## src/u8u16_pkg.sv

```systemverilog
// Shared types and constants for the UTF-8 to UTF-16LE transcoder.
// Used by the front decoder, the command queue, the back emitter and the top level.
package u8u16_pkg;

   localparam int QUEUE_DEPTH = 4;

   localparam logic [7:0]  BOM_BYTE0   = 8'hEF;
   localparam logic [7:0]  BOM_BYTE1   = 8'hBB;
   localparam logic [7:0]  BOM_BYTE2   = 8'hBF;
   localparam logic [15:0] HI_SURR     = 16'hD800;
   localparam logic [15:0] LO_SURR     = 16'hDC00;
   localparam logic [20:0] SUPP_BASE   = 21'h10000;

   localparam logic [3:0]  LEAD_FOUR   = 4'hF;
   localparam logic [3:0]  LEAD_THREE  = 4'hE;
   localparam logic [3:0]  LEAD_TWO_HI = 4'hD;
   localparam logic [3:0]  LEAD_TWO_LO = 4'hC;

   localparam logic [2:0]  SEQ_NONE    = 3'd0;
   localparam logic [2:0]  SEQ_TWO     = 3'd2;
   localparam logic [2:0]  SEQ_THREE   = 3'd3;
   localparam logic [2:0]  SEQ_FOUR    = 3'd4;

   typedef struct packed {
      logic [15:0] unit_value;
      logic        status_flag;
      logic        success;
   } rslt_type;

   // Up to three results caused by one input byte, in emission order
   typedef struct packed {
      rslt_type    slot0;
      rslt_type    slot1;
      rslt_type    slot2;
      logic [1:0]  last_idx;
   } cmd_type;

endpackage

```

## src/u8u16_front.sv

```systemverilog
// Front decoder: accepts UTF-8 bytes, tracks sequence state and builds result commands.
// Depends on u8u16_pkg.
module u8u16_front (
   input  logic               clock,
   input  logic               reset,
   input  logic               accept,
   input  logic [7:0]         byte_value,
   input  logic               end_of_string,
   output logic               cmd_push,
   output u8u16_pkg::cmd_type cmd
);

   logic [1:0]  pend_ff,  pend_in;
   logic [20:0] code_ff,  code_in;
   logic [2:0]  seq_ff,   seq_in;
   logic        first_ff, first_in;
   logic        err_ff,   err_in;
   logic        bom_ff,   bom_in;

   always_comb begin
      logic [20:0]          joined;
      logic [20:0]          offs;
      logic [1:0]           pend_dec;
      logic                 bom_keep;
      logic [1:0]           nres;
      u8u16_pkg::rslt_type  u0;
      u8u16_pkg::rslt_type  u1;
      u8u16_pkg::rslt_type  st;
      logic                 has_u0;
      logic                 has_u1;

      pend_in  = pend_ff;
      code_in  = code_ff;
      seq_in   = seq_ff;
      first_in = first_ff;
      err_in   = err_ff;
      bom_in   = bom_ff;
      has_u0   = 1'b0;
      has_u1   = 1'b0;
      u0       = '0;
      u1       = '0;
      st       = '0;
      joined   = {code_ff[14:0], byte_value[5:0]};
      offs     = joined - u8u16_pkg::SUPP_BASE;
      pend_dec = pend_ff - 2'd1;
      bom_keep = bom_ff;

      if (pend_ff == 2'd0) begin
         first_in = 1'b0;
         bom_in   = 1'b0;
         if (!byte_value[7]) begin
            has_u0        = 1'b1;
            u0.unit_value = {8'd0, byte_value};
         end else begin
            case (byte_value[7:4])
               u8u16_pkg::LEAD_FOUR: begin
                  code_in = {18'd0, byte_value[2:0]};
                  seq_in  = u8u16_pkg::SEQ_FOUR;
                  pend_in = 2'd3;
               end
               u8u16_pkg::LEAD_THREE: begin
                  code_in = {17'd0, byte_value[3:0]};
                  seq_in  = u8u16_pkg::SEQ_THREE;
                  pend_in = 2'd2;
                  bom_in  = first_ff && (byte_value == u8u16_pkg::BOM_BYTE0);
               end
               u8u16_pkg::LEAD_TWO_HI, u8u16_pkg::LEAD_TWO_LO: begin
                  code_in = {16'd0, byte_value[4:0]};
                  seq_in  = u8u16_pkg::SEQ_TWO;
                  pend_in = 2'd1;
               end
               default: begin
                  // stray continuation byte where a lead is expected
                  err_in = 1'b1;
               end
            endcase
         end
      end else begin
         code_in = joined;
         if (seq_ff == u8u16_pkg::SEQ_THREE && pend_ff == 2'd2
             && byte_value != u8u16_pkg::BOM_BYTE1) begin
            bom_keep = 1'b0;
         end
         bom_in  = bom_keep;
         pend_in = pend_dec;
         if (pend_dec == 2'd0) begin
            if (seq_ff == u8u16_pkg::SEQ_THREE && bom_keep
                && byte_value == u8u16_pkg::BOM_BYTE2 && !end_of_string) begin
               // drop the leading byte order mark
            end else if (seq_ff == u8u16_pkg::SEQ_FOUR && joined >= u8u16_pkg::SUPP_BASE) begin
               has_u0        = 1'b1;
               has_u1        = 1'b1;
               u0.unit_value = {5'd0, offs[20:10]} | u8u16_pkg::HI_SURR;
               u1.unit_value = {6'd0, offs[9:0]} | u8u16_pkg::LO_SURR;
            end else begin
               has_u0        = 1'b1;
               u0.unit_value = joined[15:0];
            end
            bom_in  = 1'b0;
            code_in = '0;
            seq_in  = u8u16_pkg::SEQ_NONE;
         end
      end

      st.status_flag = 1'b1;
      st.success     = !(err_in || pend_in != 2'd0);

      // pack results into slots in order: units first, then status
      cmd = '0;
      nres = 2'd0;
      if (has_u0) begin
         cmd.slot0 = u0;
         if (has_u1) begin
            cmd.slot1 = u1;
            cmd.slot2 = st;
            nres      = end_of_string ? 2'd3 : 2'd2;
         end else begin
            cmd.slot1 = st;
            nres      = end_of_string ? 2'd2 : 2'd1;
         end
      end else begin
         cmd.slot0 = st;
         nres      = end_of_string ? 2'd1 : 2'd0;
      end
      cmd.last_idx = nres - 2'd1;
      cmd_push     = accept && (nres != 2'd0);

      if (end_of_string) begin
         pend_in  = 2'd0;
         code_in  = '0;
         seq_in   = u8u16_pkg::SEQ_NONE;
         first_in = 1'b1;
         err_in   = 1'b0;
         bom_in   = 1'b0;
      end
   end

   always_ff @(posedge clock) begin
      if (reset) begin
         pend_ff  <= 2'd0;
         code_ff  <= '0;
         seq_ff   <= u8u16_pkg::SEQ_NONE;
         first_ff <= 1'b1;
         err_ff   <= 1'b0;
         bom_ff   <= 1'b0;
      end else if (accept) begin
         pend_ff  <= pend_in;
         code_ff  <= code_in;
         seq_ff   <= seq_in;
         first_ff <= first_in;
         err_ff   <= err_in;
         bom_ff   <= bom_in;
      end
   end

endmodule

```

## src/u8u16_queue.sv

```systemverilog
// Short command queue between the front decoder and the back emitter.
// Depends on u8u16_pkg.
module u8u16_queue #(
   parameter int DEPTH = u8u16_pkg::QUEUE_DEPTH
) (
   input  logic               clock,
   input  logic               reset,
   input  logic               push,
   input  u8u16_pkg::cmd_type push_cmd,
   output logic               q_full,
   input  logic               pop,
   output logic               q_valid,
   output u8u16_pkg::cmd_type head_cmd
);

   localparam int PW = (DEPTH > 1) ? $clog2(DEPTH) : 1;
   localparam int CW = $clog2(DEPTH + 1);
   localparam logic [PW-1:0] LAST_PTR = PW'(DEPTH - 1);
   localparam logic [CW-1:0] FULL_CNT = CW'(DEPTH);

   u8u16_pkg::cmd_type entry_ff [DEPTH];
   logic [PW-1:0] wr_ff, wr_in;
   logic [PW-1:0] rd_ff, rd_in;
   logic [CW-1:0] cnt_ff, cnt_in;
   logic          do_push, do_pop;

   assign q_full   = (cnt_ff == FULL_CNT);
   assign q_valid  = (cnt_ff != '0);
   assign head_cmd = entry_ff[rd_ff];
   assign do_push  = push && !q_full;
   assign do_pop   = pop && q_valid;

   always_comb begin
      wr_in  = wr_ff;
      rd_in  = rd_ff;
      cnt_in = cnt_ff;
      if (do_push) begin
         wr_in = (wr_ff == LAST_PTR) ? '0 : wr_ff + 1'b1;
      end
      if (do_pop) begin
         rd_in = (rd_ff == LAST_PTR) ? '0 : rd_ff + 1'b1;
      end
      if (do_push && !do_pop) begin
         cnt_in = cnt_ff + 1'b1;
      end else if (do_pop && !do_push) begin
         cnt_in = cnt_ff - 1'b1;
      end
   end

   always_ff @(posedge clock) begin
      if (reset) begin
         wr_ff  <= '0;
         rd_ff  <= '0;
         cnt_ff <= '0;
      end else begin
         wr_ff  <= wr_in;
         rd_ff  <= rd_in;
         cnt_ff <= cnt_in;
      end
   end

   always_ff @(posedge clock) begin
      if (do_push) begin
         entry_ff[wr_ff] <= push_cmd;
      end
   end

endmodule

```

## src/u8u16_back.sv

```systemverilog
// Back emitter: walks the result slots of the head command into the output register.
// Depends on u8u16_pkg.
module u8u16_back (
   input  logic               clock,
   input  logic               reset,
   input  logic               q_valid,
   input  u8u16_pkg::cmd_type head_cmd,
   output logic               q_pop,
   output logic               out_valid,
   input  logic               out_take,
   output u8u16_pkg::rslt_type out_rslt,
   output logic               out_last
);

   logic [1:0]          idx_ff, idx_in;
   logic                valid_ff, valid_in;
   u8u16_pkg::rslt_type rslt_ff, rslt_in;
   logic                last_ff, last_in;
   logic                load;
   logic                at_last;

   assign load      = q_valid && (!valid_ff || out_take);
   assign at_last   = (idx_ff == head_cmd.last_idx);
   assign q_pop     = load && at_last;
   assign out_valid = valid_ff;
   assign out_rslt  = rslt_ff;
   assign out_last  = last_ff;

   always_comb begin
      idx_in   = idx_ff;
      valid_in = valid_ff;
      rslt_in  = rslt_ff;
      last_in  = last_ff;
      if (load) begin
         valid_in = 1'b1;
         last_in  = at_last;
         case (idx_ff)
            2'd0:    rslt_in = head_cmd.slot0;
            2'd1:    rslt_in = head_cmd.slot1;
            default: rslt_in = head_cmd.slot2;
         endcase
         // advance within the command, or move on to the next one
         idx_in = at_last ? 2'd0 : idx_ff + 2'd1;
      end else if (out_take) begin
         valid_in = 1'b0;
      end
   end

   always_ff @(posedge clock) begin
      if (reset) begin
         idx_ff   <= 2'd0;
         valid_ff <= 1'b0;
      end else begin
         idx_ff   <= idx_in;
         valid_ff <= valid_in;
      end
   end

   always_ff @(posedge clock) begin
      rslt_ff <= rslt_in;
      last_ff <= last_in;
   end

endmodule

```

## src/utf8_to_utf16le_transcoder_unit.sv

```systemverilog
// UTF-8 to UTF-16LE transcoder, top level: front decoder, command queue, back emitter.
// Path: a byte's results are held as one command in the queue, then loaded one at a time into the output register.
// Throughput: one byte per cycle while the queue is not full; the back emitter sends one result
// per cycle while the receiver pops, so a byte giving two or three results holds it longer and the queue absorbs this.
// Reset: synchronous; clears decoder state, queue pointers and the output valid flag.
module utf8_to_utf16le_transcoder_unit #(
   parameter int QUEUE_DEPTH = u8u16_pkg::QUEUE_DEPTH
) (
   input  logic        clock,
   input  logic        reset,
   input  logic        push,
   output logic        full,
   input  logic [7:0]  req_byte_value,
   input  logic        req_end_of_string,
   output logic        empty,
   input  logic        pop,
   output logic [15:0] rsp_unit_value,
   output logic        rsp_status_flag,
   output logic        rsp_success,
   output logic        rsp_run_end
);

   u8u16_pkg::cmd_type  new_cmd;
   u8u16_pkg::cmd_type  head_cmd;
   u8u16_pkg::rslt_type out_rslt;
   logic                cmd_push;
   logic                q_full;
   logic                q_valid;
   logic                q_pop;
   logic                out_valid;
   logic                accept;

   assign full   = q_full;
   assign accept = push && !q_full;

   u8u16_front u_front (
      .clock         (clock),
      .reset         (reset),
      .accept        (accept),
      .byte_value    (req_byte_value),
      .end_of_string (req_end_of_string),
      .cmd_push      (cmd_push),
      .cmd           (new_cmd)
   );

   u8u16_queue #(
      .DEPTH (QUEUE_DEPTH)
   ) u_queue (
      .clock    (clock),
      .reset    (reset),
      .push     (cmd_push),
      .push_cmd (new_cmd),
      .q_full   (q_full),
      .pop      (q_pop),
      .q_valid  (q_valid),
      .head_cmd (head_cmd)
   );

   u8u16_back u_back (
      .clock     (clock),
      .reset     (reset),
      .q_valid   (q_valid),
      .head_cmd  (head_cmd),
      .q_pop     (q_pop),
      .out_valid (out_valid),
      .out_take  (pop),
      .out_rslt  (out_rslt),
      .out_last  (rsp_run_end)
   );

   assign empty           = !out_valid;
   assign rsp_unit_value  = out_rslt.unit_value;
   assign rsp_status_flag = out_rslt.status_flag;
   assign rsp_success     = out_rslt.success;

endmodule

```

## config.mk

```make
export PLATFORM = sky130hd
export DESIGN_NAME = utf8_to_utf16le_transcoder_unit
export DESIGN_NICKNAME = d
export VERILOG_FILES = /design/src/u8u16_pkg.sv /design/src/u8u16_front.sv /design/src/u8u16_queue.sv /design/src/u8u16_back.sv /design/src/utf8_to_utf16le_transcoder_unit.sv
export SDC_FILE = /design/constraint.sdc
export NUM_CORES = 1
export LEC_CHECK = 0
export ABC_AREA = 1
export BUFFER_PORTS_ARGS = -buffer_cell sky130_fd_sc_hd__buf_2
export CORE_AREA = 2 2 154 156
export DETAILED_ROUTE_END_ITERATION = 7
export DIE_AREA = 0 0 156 158
export PLACE_DENSITY = 0.57
export SLEW_MARGIN = 30
export SYNTH_ARGS = -nofsm -noshare
export SYNTH_HDL_FRONTEND = slang
export SYNTH_SLANG_ARGS = --single-unit
```

## constraint.sdc

```tcl
create_clock -name clock -period 6.1 [get_ports clock]
set_input_delay 0 -clock clock [delete_from_list [all_inputs] [get_ports clock]]
set_output_delay 0 -clock clock [all_outputs]
set_load 0.02 [all_outputs]
```

==> summary by stage, run 1 <==
Timing
The share of the clock period used by the worst path after layout is 50.13%. The worst slew margin relative to its limit is between 40 and 50%. The final worst clock skew is about 0.016 ns. The hold violation total from the final report came to 0. The final worst hold slack is ~0.013 ns.

The highest attainable clock frequency is ~330 MHz. The time the final worst path needs with I/O delays and setup is roughly 3.1 ns. The count of pins over their slew limit is 0. Summed over all failing endpoints, the final setup total negative slack is 0 ns. The number of endpoints failing setup at the final stage is 0.

Setup repair after global routing left no endpoint under its margin. The transition time at the pin with the least slew margin is approximately 0.8 ns.

Setup path
The setup slack on the worst flop-to-flop path is 3.04 ns. The highest fanout seen on the critical path is 37. The number of buffers and inverters on the critical path is 4. The endpoint type of the worst setup path is a flop. The category of the critical setup timing path is reg2reg.

Traced cell by cell, the critical path runs through buf_4, inv_2, nand2_1, nand3_1, nand2_1, xor2_1, nand2_1, nor2_2, inv_2, ha_1, inv_1, fa_1, a21oi_1, o21ai_0, o21ai_0, a21oi_1. The critical path launch point type is a flop. The delay of the slowest cell on the worst path is 0.70 ns. Data on the critical path arrives at its endpoint at 3.38 ns. The most common cell type on the critical path is nand2_1. The data required time of the critical path is about 6.4 ns.

The worst-path cell with the longest stage delay is dfxtp_2. Grouping stages by cell kind, the critical path spends the most delay in buffers and inverters.

Synth
Ranked by total cell area, the synthesized netlist is headed by edfxtp_1 (58%), dfxtp_1 (8.8%), nand2_1 (4.7%). In this run, synthesis inferred 155 flip-flops with an integrated enable. After synthesis, the share of flip-flops with an asynchronous set or reset is 0%. The mean cell area of the mapped netlist is around 11 µm². The net count after synthesis is between 700 and 800. The number of flip-flops and latches in the synthesized netlist is between 150 and 200. Among all flip-flop cells after synthesis, the most frequent one is edfxtp_1. Summed over its instances, the top area cell type makes up around 58% of the synthesized netlist area.

Yosys printed 0 warnings. The largest total area in the synthesized netlist belongs to edfxtp_1. After synthesis, flip-flops and latches occupy approximately 67% of the total area. Synthesis handed over a netlist of 720 instances.

The cell area after synthesis is ~8000 µm². The distinct cell type count of the synthesized netlist is 35.

CTS
The TritonCTS clock tree is built. The maximum number of buffers from clock root to sink is 2. The clock drives 190 sinks. Once the clock tree was built, the setup fixing pass inserted 0 buffers. The tree is rooted in a clkbuf_16.

The TritonCTS buffer count is 17. The hold buffer count at CTS is 10. The clock-pin slew on the worst setup and hold paths is ~0.070 ns. The number of H-tree levels is 4. The post-cts gate resize count is 0. The worst-skew pair later-pin latency is between 0.4 and 0.5 ns.

Power and ir drop
Of the total power, the share spent switching nets is 32.16%. The power density over the cells is about 430 nW/µm². The proportion of power drawn by the clock network is between 30 and 40%. The internal portion of the total power is between 0.002 and 0.003 W. Of the total power, registers draw a little over two fifths.

The analysis attributes to cell leakage a power of 3.439 nW. The worst-case IR drop observed on VDD is roughly 190 µV. For this design the total switching power over the nets is roughly 0.0013 W. Per report_power, the combinational group accounts for 26.2% of the total.

Floorplanning
The initial utilization of the core area, before any placement, comes to 34.61%. The floorplan step set the die height to roughly 160 µm. Row generation in the floorplan step produced between 50 and 60 rows. In this run the horizontal extent of the chip is 156 µm. The die covers between 20000 and 25000 µm². The core box area is approximately 23000 µm².

The total I/O pin count is 34.

Placed design
The half-perimeter wire length after placement is roughly 11000 µm. The post-detailed-placement cell area is 8466 µm². After detailed placement, the design holds a cell count of approximately 1000. Port buffering added 33 buffers. Routability-driven placement finished with a final weighted congestion of roughly 0.85.

Routing
Using the TritonRoute via totals, the vias-per-cell ratio works out to 5.099. The wire length per cell after detailed routing is 16.91 µm. The first detailed-routing pass took 5 iterations. The DRC violations left is 0.

For this block, the routed nets add up to ~18000 µm of wire. The total number of vias is roughly 5400. The initial DRC count is about 370. The residual antenna-violating net count after detailed routing is 0.

GRT
Global routing finished with a remaining overflow of 0. The first-pass GRT wire length is 28140 µm. Global routing consumed, over all layers together, 15.26% of the routing resources.

The via count of the first global-routing pass came to approximately 5100. The number of antenna violations at the first check in global routing is 0. Entering global routing, the biggest net connects 64 pins.

Status
The run finished with clean final reports.

Final layout
The total number of nets in the final design is between 700 and 800. The fraction of layout instances using a drive strength above 1 is about 13%. The cell area after layout is approximately 9200 µm². The count of cells in the finished layout, fillers not included, comes to roughly 1100. The number of antenna diodes in the final layout is 0. The number of filler instances in the final layout is between 2000 and 2500. The layout-stage area growth over the synthesis result is 15.35%.

Flow run
Across the run, the number of max-cap violations was 0.

Min path
The classification of the worst-slack hold path is in2reg.
-- cells in the mapped netlist, types with 2 or more instances --
cell type / n
a22o_1: 10
edfxtp_1: 155
clkbuf_1: 20
a31oi_1: 4
a221o_1: 6
inv_1: 54
buf_2: 9
a21oi_1: 43
inv_2: 8
nand2_2: 3
nor2_1: 97
o22ai_1: 25
o21ai_0: 64
xnor2_1: 2
nand3_1: 23
dfxtp_1: 35
nand4_1: 7
nor2_2: 4
nor3_1: 4
o21ai_1: 9
a211oi_1: 12
ha_1: 11
xor2_1: 4
nor2_4: 2
nand2_1: 99
-- flip-flops by register name, summed over array words and instances (netlist names), 2 cells and up, named ones only --
name	count
u_queue.cnt_ff	3
u_queue.wr_ff	2
u_queue.entry_ff	136
u_front.code_ff	15
u_back.idx_ff	2
u_front.seq_ff	3
u_front.pend_ff	2
u_back.out_rslt	18
u_queue.rd_ff	2
-- final timing paths --
check / to / cells past startpoint / start
max: u_queue.cnt_ff[2] / 16 / flop
min reg2reg: u_front.first_ff / 2 / u_front.first_ff
max reg2reg: u_queue.cnt_ff[2] / 16 / flop
min: u_front.err_ff / 5 / push
-- worst register-to-register path, delay by kind of cell, from the launching register on --
family / cells / cell delay [ns]
AND/OR/NAND/NOR: 5 / 0.40
flip-flops: 1 / 0.70
XOR/XNOR: 1 / 0.06
buffers and inverters: 4 / 0.75
AO/OA/AOI/OAI: 4 / 0.48
adder cells (fa/ha/maj): 2 / 0.57
-- kinds of logic after synthesis --
| family | after synthesis | synth area share [%] |
|---|---|---|
| flip-flops | 190 | 67.13 |
| AO/OA/AOI/OAI | 175 | 12.86 |
| buffers and inverters | 95 | 4.752 |
| XOR/XNOR | 6 | 0.6587 |
| AND/OR/NAND/NOR | 242 | 12.63 |
| adder cells (fa/ha/maj) | 12 | 1.976 |
-- per-stage QoR --
step                      worst slack (ns)  util, %  power (W)
after detailed placement             3.051    36.72   0.002806
after floorplan                      3.045        -   0.002489
after CTS                            3.028    39.92   0.004020
final                                3.042    39.92   0.003982
after global routing                 2.737    39.92   0.004212
after global placement               3.110    36.72   0.002791
-- power groups by stage --
stage                     logic, W  registers, W  clock network (W)
final                      0.00105       0.00172            0.00121
after global routing       0.00118       0.00175            0.00129
after CTS                  0.00106       0.00173            0.00124
after detailed placement   0.00105       0.00175                  0
after global placement     0.00104       0.00175                  0
after floorplan           0.000677       0.00181                  0
-- final cells by class --
class	instances	area, µm²	share of cell area, %
sequential	190	5356	58.21
tap	290	362.8	3.943
timing repair buffer	52	332.8	3.617
inverter	63	236.5	2.570
multi-input combinational	435	2277	24.75
clock inverter	12	207.7	2.257
clock buffer	18	429.2	4.663
-- layer usage --
| metal | global-route usage (%) | part of all wire, % |
|---|---|---|
| met5 | 0 | 0 |
| met4 | 5.024 | 1.7 |
| met3 | 3.449 | 5.4 |
| met2 | 24.29 | 46 |
| met1 | 20.74 | 47 |
-- cells in the final DEF, fill, tap and decap left out, types with 2 or more instances in the layout --
cell type and n:
bufinv_16 5, nand4_1 7, inv_6 3, a31oi_1 4
a21oi_1 42, nand3_1 23, nand2_2 3, nand2_1 99
clkbuf_16 17, edfxtp_1 155, buf_2 33, o21ai_0 64
clkinv_1 2, inv_8 2, a211oi_1 12, inv_1 54
nor2_4 6, xnor2_1 2, nor2_2 4, dlygate4sd3_1 10
ha_1 11, o22ai_1 25, nor2_1 93, inv_2 8
nor3_1 4, buf_4 9, a221o_1 6, o21ai_1 9
xor2_1 4, dfxtp_1 34, a22o_1 10
No activity file was read; power rests on OpenSTA's default activity.
==> inputs of run 2 (changes only) <==
--- a/config.mk
+++ b/config.mk
@@ -10,7 +10,7 @@
 export CORE_AREA = 2 2 154 156
 export DETAILED_ROUTE_END_ITERATION = 7
 export DIE_AREA = 0 0 156 158
-export PLACE_DENSITY = 0.57
+export PLACE_DENSITY = 0.59
 export SLEW_MARGIN = 30
 export SYNTH_ARGS = -nofsm -noshare
 export SYNTH_HDL_FRONTEND = slang
==> constraint.sdc (replaced) <==
create_clock -name clock -period 2.7 [get_ports clock]
set_input_delay 0 -clock clock [delete_from_list [all_inputs] [get_ports clock]]
set_output_delay 0 -clock clock [all_outputs]
set_load 0.02 [all_outputs]
==> summary by stage, run 2 (synthesized netlist as in run 1, its figures left out) <==
Timing
The post-route worst setup slack is roughly 0.27 ns. Of the available clock period, the critical path in the final layout requires 89.84%. For this run, the top clock speed supported by timing is between 400 and 500 MHz. The count of pins over their slew limit is 0. Setup repair after global routing left no endpoint under its margin. Setup violations remaining at the end of the flow were counted as 0. At the pin with the least slew margin, the transition time is around 0.69 ns. The hold violation total from the final report is 0. The setup TNS after final layout is 0 ns. The final worst clock skew is approximately 0.010 ns.

For the finished layout, the period the worst path requires is ~2.4 ns. The worst slew margin relative to its limit is 54.33%.

Setup path
Across all register-to-register paths, the minimum setup slack is 0.27 ns. Counting cells, the worst reg-to-reg path comes to 16. Together, buffers and inverters on the worst path number 3. The number of stages on the worst setup path is 16. At the worst endpoint, the arrival time is between 2 and 3 ns. The worst setup path is of the reg2reg kind. STA classifies the critical path endpoint as a flop.

The cell family with the largest share of critical-path delay is simple AND/OR/NAND/NOR gates. The critical path launch point type is a flop. In this run the critical register-to-register path is captured at u_queue.cnt_ff[2]. The startpoint identified for the worst register-to-register timing path is u_front.pend_ff[0]. The most common cell type on the critical path is nand2_1.

The start point of the critical path is u_front.pend_ff[0]. The data required time of the critical path is approximately 3.0 ns. The worst-path cell with the longest stage delay is fa_1. The highest fanout seen on the critical path is 7.

For this run, the slowest stage of the critical path takes roughly 0.43 ns. Walking the worst path, the cells encountered are inv_2, nand2_1, nor2_1, nand2_1, nand3_1, nand2_4, nand3_4, nand2_1, inv_1, ha_1, inv_1, fa_1, a21oi_1, o21ai_0, o21ai_1, a21oi_1. Following the worst setup path forward leads to its endpoint at u_queue.cnt_ff[2].

GRT
The via count of the first global-routing pass is approximately 5200. Summed over all layers, the global routing overflow is 0. The first-pass GRT wire length is 28260 µm. The number of antenna violations at the first check in global routing is 0. For this run, the total global-route usage over all layers was measured as 15.05%.

The pin count of the biggest net entering global routing is 65.

Final layout
In the final layout, the share of cells above drive strength 1 is around 14%. The layout-stage area growth over the synthesis result is 16.30%. The library cells used most frequently in the layout, excluding fill and tap cells, are edfxtp_1 (155), nand2_1 (99), nor2_1 (93), o21ai_0 (63), inv_1 (54).

The repair_antennas step left the layout with diodes totalling 0. Counting flops per register, the top entry is u_queue.entry_ff. Summing all multi-input logic gate instances after layout gives 2290 µm². The register with the most flip-flops in the layout has between 100 and 150 of them. The core utilization of the finished layout is between 40% and 50%.

The library cell used most frequently in the layout, excluding fill and tap cells, is edfxtp_1. The total number of nets in the final design is 796. For this run, the number of standard cells in the final layout without fillers is about 1100. Counting the fill cells in the layout gives around 2200. The area occupied by registers is about 5400 µm².

Placed design
The half-perimeter wire length after placement is roughly 11000 µm. Timing analysis after detailed placement gives a worst setup slack of 0.2174 ns. Routability-driven placement finished with a final weighted congestion of slightly above 0.9.

In this run the tool buffered the top-level ports with 33 buffer cells. In this run, placement finished with an instance count of between 1000 and 1500.

Min path
The tightest min-delay check is of the in2reg type.

CTS
The number of sinks on the clock net is 190. The number of H-tree levels is 4. Clock-pin slew was measured on the worst setup and hold paths at approximately 0.070 ns.

The TritonCTS buffer count is 17. The worst-skew pair later-pin latency is between 0.4 and 0.5 ns. The longest clock path from root to sink contains 2 buffers. TritonCTS built the clock tree. Clock tree synthesis selected as its root buffer the cell clkbuf_16.

Routing
The detailed-router iteration count before antenna repair is 5. The final layout contains routed wiring with a total length of roughly 18000 µm. Using the TritonRoute via totals, the vias-per-cell ratio works out to 5.098. The residual antenna-violating net count after detailed routing is 0. The total number of vias is about 5500. The initial DRC count is between 400 and 500. After detailed routing, the number of remaining DRC violations is 0. The wire length per cell after detailed routing is around 17 µm.

Power and ir drop
The part of the total power dissipated in combinational logic is 28.7%. Of the total power, the clock network draws 27.5%. For this design the static power due to leakage is about 3.5 nW. Internal power comes to ~0.0058 W. The switching share of power is roughly 34%. Dividing total power by cell area gives a power density of about 940 nW/µm². The completed layout was analyzed and its total power is between 0.008 and 0.009 W.

The sequential group share of total power is a little over two fifths. In this run the power spent charging and discharging nets is just under 0.003 W. The maximum resistive drop on vdd is between 500 and 600 µV.

Floorplanning
The initial cell density of the core is between 30% and 40%. The core box area is ~23000 µm². The die boundary width is between 150 and 200 µm. The total I/O pin count is 34. The vertical die dimension is 158 µm. The initialized floorplan defines 56 standard-cell rows.

The die covers about 25000 µm².

Status
The run finished with clean final reports.

Flow run
The tool flagged a number of max-cap violations equal to 0.
run 2: stage by stage:
step | hold slack (ns) | cell area (µm²)
detailed placement | 0.3434 | 8598
floorplan | 0.1449 | 7981
global route | 0.05094 | 9278
finish | 0.03050 | 9278
CTS | 0.02499 | 9249
global placement | 0.3372 | 8598
run 2: cell type report:
type / instances / area share [%]
clock buffer: 17 / 4.585
clock inverter: 14 / 1.457
inverter: 63 / 2.549
multi-input combinational: 435 / 24.68
sequential: 190 / 57.75
tap: 290 / 3.911
timing repair buffer: 64 / 5.071
run 2: power by group through the flow:
stage | Combinational [W] | Sequential [W] | Clock [W]
after floorplan | 0.00154 | 0.00409 | 0
after global placement | 0.00249 | 0.00390 | 0
after detailed placement | 0.00250 | 0.00391 | 0
after CTS | 0.00252 | 0.00384 | 0.00244
after global routing | 0.00281 | 0.00388 | 0.00256
final | 0.00251 | 0.00384 | 0.00240
run 2: worst min-delay path by stage:
stage / cells past startpoint / start / slack (ns) / to
after CTS: 5 / req_byte_value[2] / 0.02 / u_front.bom_ff
after global routing: 3 / req_byte_value[7] / 0.05 / u_front.err_ff
after global placement: 3 / req_byte_value[3] / 0.34 / u_front.code_ff[3]
after detailed placement: 3 / req_byte_value[3] / 0.34 / u_front.code_ff[3]
after floorplan: 2 / req_end_of_string / 0.14 / u_front.first_ff
final: 3 / req_byte_value[7] / 0.03 / u_front.err_ff
run 2: routing by layer:
layer	vias up	GRT usage, %	routed length [µm]
met2	139	23.81	8178
li1	2642	-	-
met1	2675	20.81	8684
met3	14	3.641	910
met5	-	0	0
met4	0	4.063	190
run 2: tightest hold or removal path, stage by stage:
cell and delay [ns]:
buf_2 0.12, a31oi_1 0.12, nor3_1 0.18
run 2: what timing repair did:
item	4_1_cts	5_1_grt
resized for setup	0	4
setup endpoints to repair	0	1
hold buffers	9	0
setup buffers	0	2
endpoints found under the hold margin	14	0
==> inputs of run 3 (changes only) <==
--- a/config.mk
+++ b/config.mk
@@ -5,7 +5,6 @@
 export SDC_FILE = /design/constraint.sdc
 export NUM_CORES = 1
 export LEC_CHECK = 0
-export ABC_AREA = 1
 export BUFFER_PORTS_ARGS = -buffer_cell sky130_fd_sc_hd__buf_2
 export CORE_AREA = 2 2 154 156
 export DETAILED_ROUTE_END_ITERATION = 7
==> summary by stage, run 3 <==
Status
The flow ran to the end, and the final reports show no timing, DRC or antenna violations.

Floorplanning
The area of the die is 24650 µm². The core box area is roughly 23000 µm². The die is between 150 and 200 µm tall. Row generation in the floorplan step produced 56 rows. The die boundary width is around 160 µm. For this configuration, the core starts out at a cell density of between 30% and 40%. The total I/O pin count is 34.

Final layout
The number of filler instances in the final layout is 2098. The repair_antennas step left the layout with diodes totalling 0. The finished cells cover 9209 µm². The library cell used most frequently in the layout, excluding fill and tap cells, is edfxtp_1. The register containing the most flip-flops in the final layout is u_queue.entry_ff. Cells with a size suffix above 1 make up a little under a quarter of the layout. In the layout the commonest cells are edfxtp_1 (155), nand2_1 (42), buf_2 (33), dfxtp_1 (33). The area growth from synthesis to layout is 15.80%.

Leaving out filler cells and counting taps, the final layout contains 892. In the final design database the tool counted ~610 nets. The core utilization of the finished layout is between 30% and 40%.

The number of flip-flops in the largest register is approximately 140.

GRT
The first global-routing pass estimated roughly 26000 µm of wire. The via count of the first global-routing pass is slightly below 5000. The pin count of the biggest net entering global routing is 35. The overall overflow remaining after global route is 0. The number of antenna violations at the first check in global routing is 0. The overall track demand over capacity in global routing is about 14%.

Setup path
The critical path contains buffers and inverters numbering 3 combined. The delay of the slowest cell on the worst path is around 0.60 ns. The setup path with the least slack is of type reg2reg. Of all nets on the critical path, the largest fanout is 5.

The worst setup path is launched from a flop. Traced cell by cell, the critical path runs through buf_4, or3b_2, and2_1, nand4b_1, dlygate4sd3_1, a221oi_1, dlygate4sd3_1. The data required time of the critical path is ~3 ns. The cell family with the largest share of critical-path delay is buffers and inverters. The cell that appears most often on the critical path is dlygate4sd3_1. The endpoint type of the worst setup path is a flop. For this design, the slowest cell found on the critical path is dlygate4sd3_1. The critical path arrival is between 2 and 3 ns.

Power and ir drop
Summed over all cells, the static leakage comes to roughly 3.1 nW. The worst-case IR drop observed on VDD is between 500 and 600 µV. In this run the power density over the cells is 870.5 nW/µm².

Synth
Among all flip-flop cells after synthesis, the most frequent one is edfxtp_1. Counting flops with a built-in enable in the synthesized netlist gives about 160. After synthesis, the netlist uses 57 different library cells.

The cell type with the largest total area after synthesis is edfxtp_1. By area the synthesized netlist is led by edfxtp_1 (59%), mux4_2 (9.1%), dfxtp_1 (8.8%). After synthesis, the share of flip-flops with an asynchronous set or reset is 0%.

The area share of the leading cell type in the synthesized netlist is 58.53%. Summing the areas of all compound-gate instances in the mapped netlist gives approximately 7% of the synthesized area. The cell area after synthesis is between 7000 and 8000 µm². When the netlist entered floorplanning its net count stood at between 500 and 600.

The post-synthesis mux area share is between 9 and 10%. Sequential cells were found to cover about two thirds of the synthesized design area. The synthesis warning total is 0. In this run, synthesis produced a sequential element count of 190. Synthesis handed over a netlist of ~530 instances. The synthesized-area fraction occupied by and/or/nand/nor cells is 10.26%.

After synthesis, the most frequently instantiated cells are edfxtp_1 (155), nand2_1 (43), dfxtp_1 (35). After synthesis, the largest family of logic cells by area is simple AND/OR/NAND/NOR gates. The mean cell area of the mapped netlist is roughly 15 µm².

Summing the areas of all xor and xnor instances in the mapped netlist gives less than 1% of the synthesized area. The adder-cell share of the synthesized area is ~2%. The most repeated cell in the gate-level netlist after synthesis is edfxtp_1.

CTS
The H-tree was split into 4 levels. For the worst-skew pair, the clock arrives at the later sink with an insertion delay of about 0.43 ns. The longest clock path from root to sink contains 2 buffers.

The number of sinks on the clock net is 190. The master cell of the clock root buffer is clkbuf_16. The TritonCTS clock tree is built.

The clock-pin slew on the worst setup and hold paths is around 0.070 ns. TritonCTS created 17 clock buffers.

Timing
The count of pins over their slew limit is 0. For the final database, setup skew stands at a little over 0.01 ns. The transition time at the pin with the least slew margin is between 0.7 and 0.8 ns. The setup TNS after final layout is 0 ns. The highest attainable clock frequency is between 300 and 400 MHz. The final worst hold slack is just over 0.02 ns. The time the final worst path needs with I/O delays and setup is 2.661 ns.

In this run the tightest slew margin relative to its limit is a little under half. The hold violation total from the final report is 0. Setup repair after global routing left no endpoint under its margin. The share of the clock period used by the worst path after layout is between 90% and 100%. Setup violations remaining at the end of the flow were counted as 0.

Placed design
In this run the cell area measured after placement is roughly 8500 µm². The global placer's final weighted congestion is around 0.85. The number of buffers added on ports is 33. The half-perimeter wire length after placement is between 10000 and 15000 µm. After detailed placement, the design holds a cell count of between 800 and 900.

Routing
The DRC violations left is 0. After detailed routing, the average wire length per cell comes to 18.64 µm. The final wirelength is about 17000 µm. The first detailed-routing pass ran for 5 iterations.

The initial DRC count is 324. In the routed layout, each cell is associated on average with a via count of about 5.3. The residual antenna-violating net count after detailed routing is 0. The routed layout has 4693 vias.

Flow run
Across the run, the number of max-cap violations was 0.

Min path
The path class of the tightest hold or removal check is in2reg.
## run 3: cell types whose count changed after synthesis, moves of 24 or more
cell / previous run / this run
mux4_2: 0 / 32
nor2_1: 97 / 33
nand2_1: 99 / 43
o21ai_0: 64 / 13
inv_1: 54 / 15
o22ai_1: 25 / 1
## run 3: layout make-up
type,count,area [µm²],share of cell area (%)
inverters,16,60.06,0.6522
repair buffers,66,432.9,4.701
well taps,290,362.8,3.940
multi-input cells,298,2439,26.48
flip-flops and latches,190,5360,58.21
clock inverters,15,128.9,1.399
clock buffers,17,425.4,4.620
## run 3: power by group
| group | leakage [nW] | switching, W | total (W) | internal (W) |
|---|---|---|---|---|
| Clock | 0.260 | 0.00113 | 0.00234 | 0.00121 |
| Sequential | 1.78 | 0.000120 | 0.00374 | 0.00362 |
| Combinational | 1.07 | 0.00114 | 0.00194 | 0.000799 |
| Total | 3.11 | 0.00239 | 0.00802 | 0.00562 |
## run 3: metrics by stage
| step | total power [W] | setup WS (ns) |
|---|---|---|
| floorplan | 0.005114 | -0.05860 |
| global placement | 0.005699 | 0.1570 |
| detailed placement | 0.005739 | 0.01091 |
| CTS | 0.008087 | 0.03143 |
| global route | 0.008412 | 0.004807 |
| finish | 0.008016 | 0.03937 |
## run 3: final timing paths
check | endpoint | start | slack [ns] | cells past startpoint
max | u_front.err_ff | u_queue.cnt_ff[0] | 0.04 | 7
min | u_front.pend_ff[1] | req_byte_value[5] | 0.02 | 4
max reg2reg | u_front.err_ff | u_queue.cnt_ff[0] | 0.04 | 7
min reg2reg | u_front.bom_ff | u_front.bom_ff | 0.46 | 2
## run 3: logic make-up after synthesis
kind of cell,count (synthesis)
xor gates and xnor gates,9
and+or+nand+nor,158
adders and majority gates,12
muxes,39
buffers and inverters,44
AOI/OAI and AO/OA,80
DFF,190
## run 3: repair_timing
item / CTS / global route
setup endpoints to repair: 1 / 2
hold endpoints to repair: 9 / 0
setup buffers: 0 / 1
pin swaps: 0 / 1
hold buffers: 8 / 0
resized for setup: 2 / 7
## run 3: metal layers
metal  share of wire, %  global-route usage (%)
met5                  0                       0
met1                 44                   17.44
met3                4.0                   2.737
met2                 49                   23.94
met4                2.5                   6.073
## run 3: tightest hold or removal path: stages
cell     delay [ns]
buf_2          0.12
buf_4          0.17
nand4_1        0.07
a21oi_1        0.05
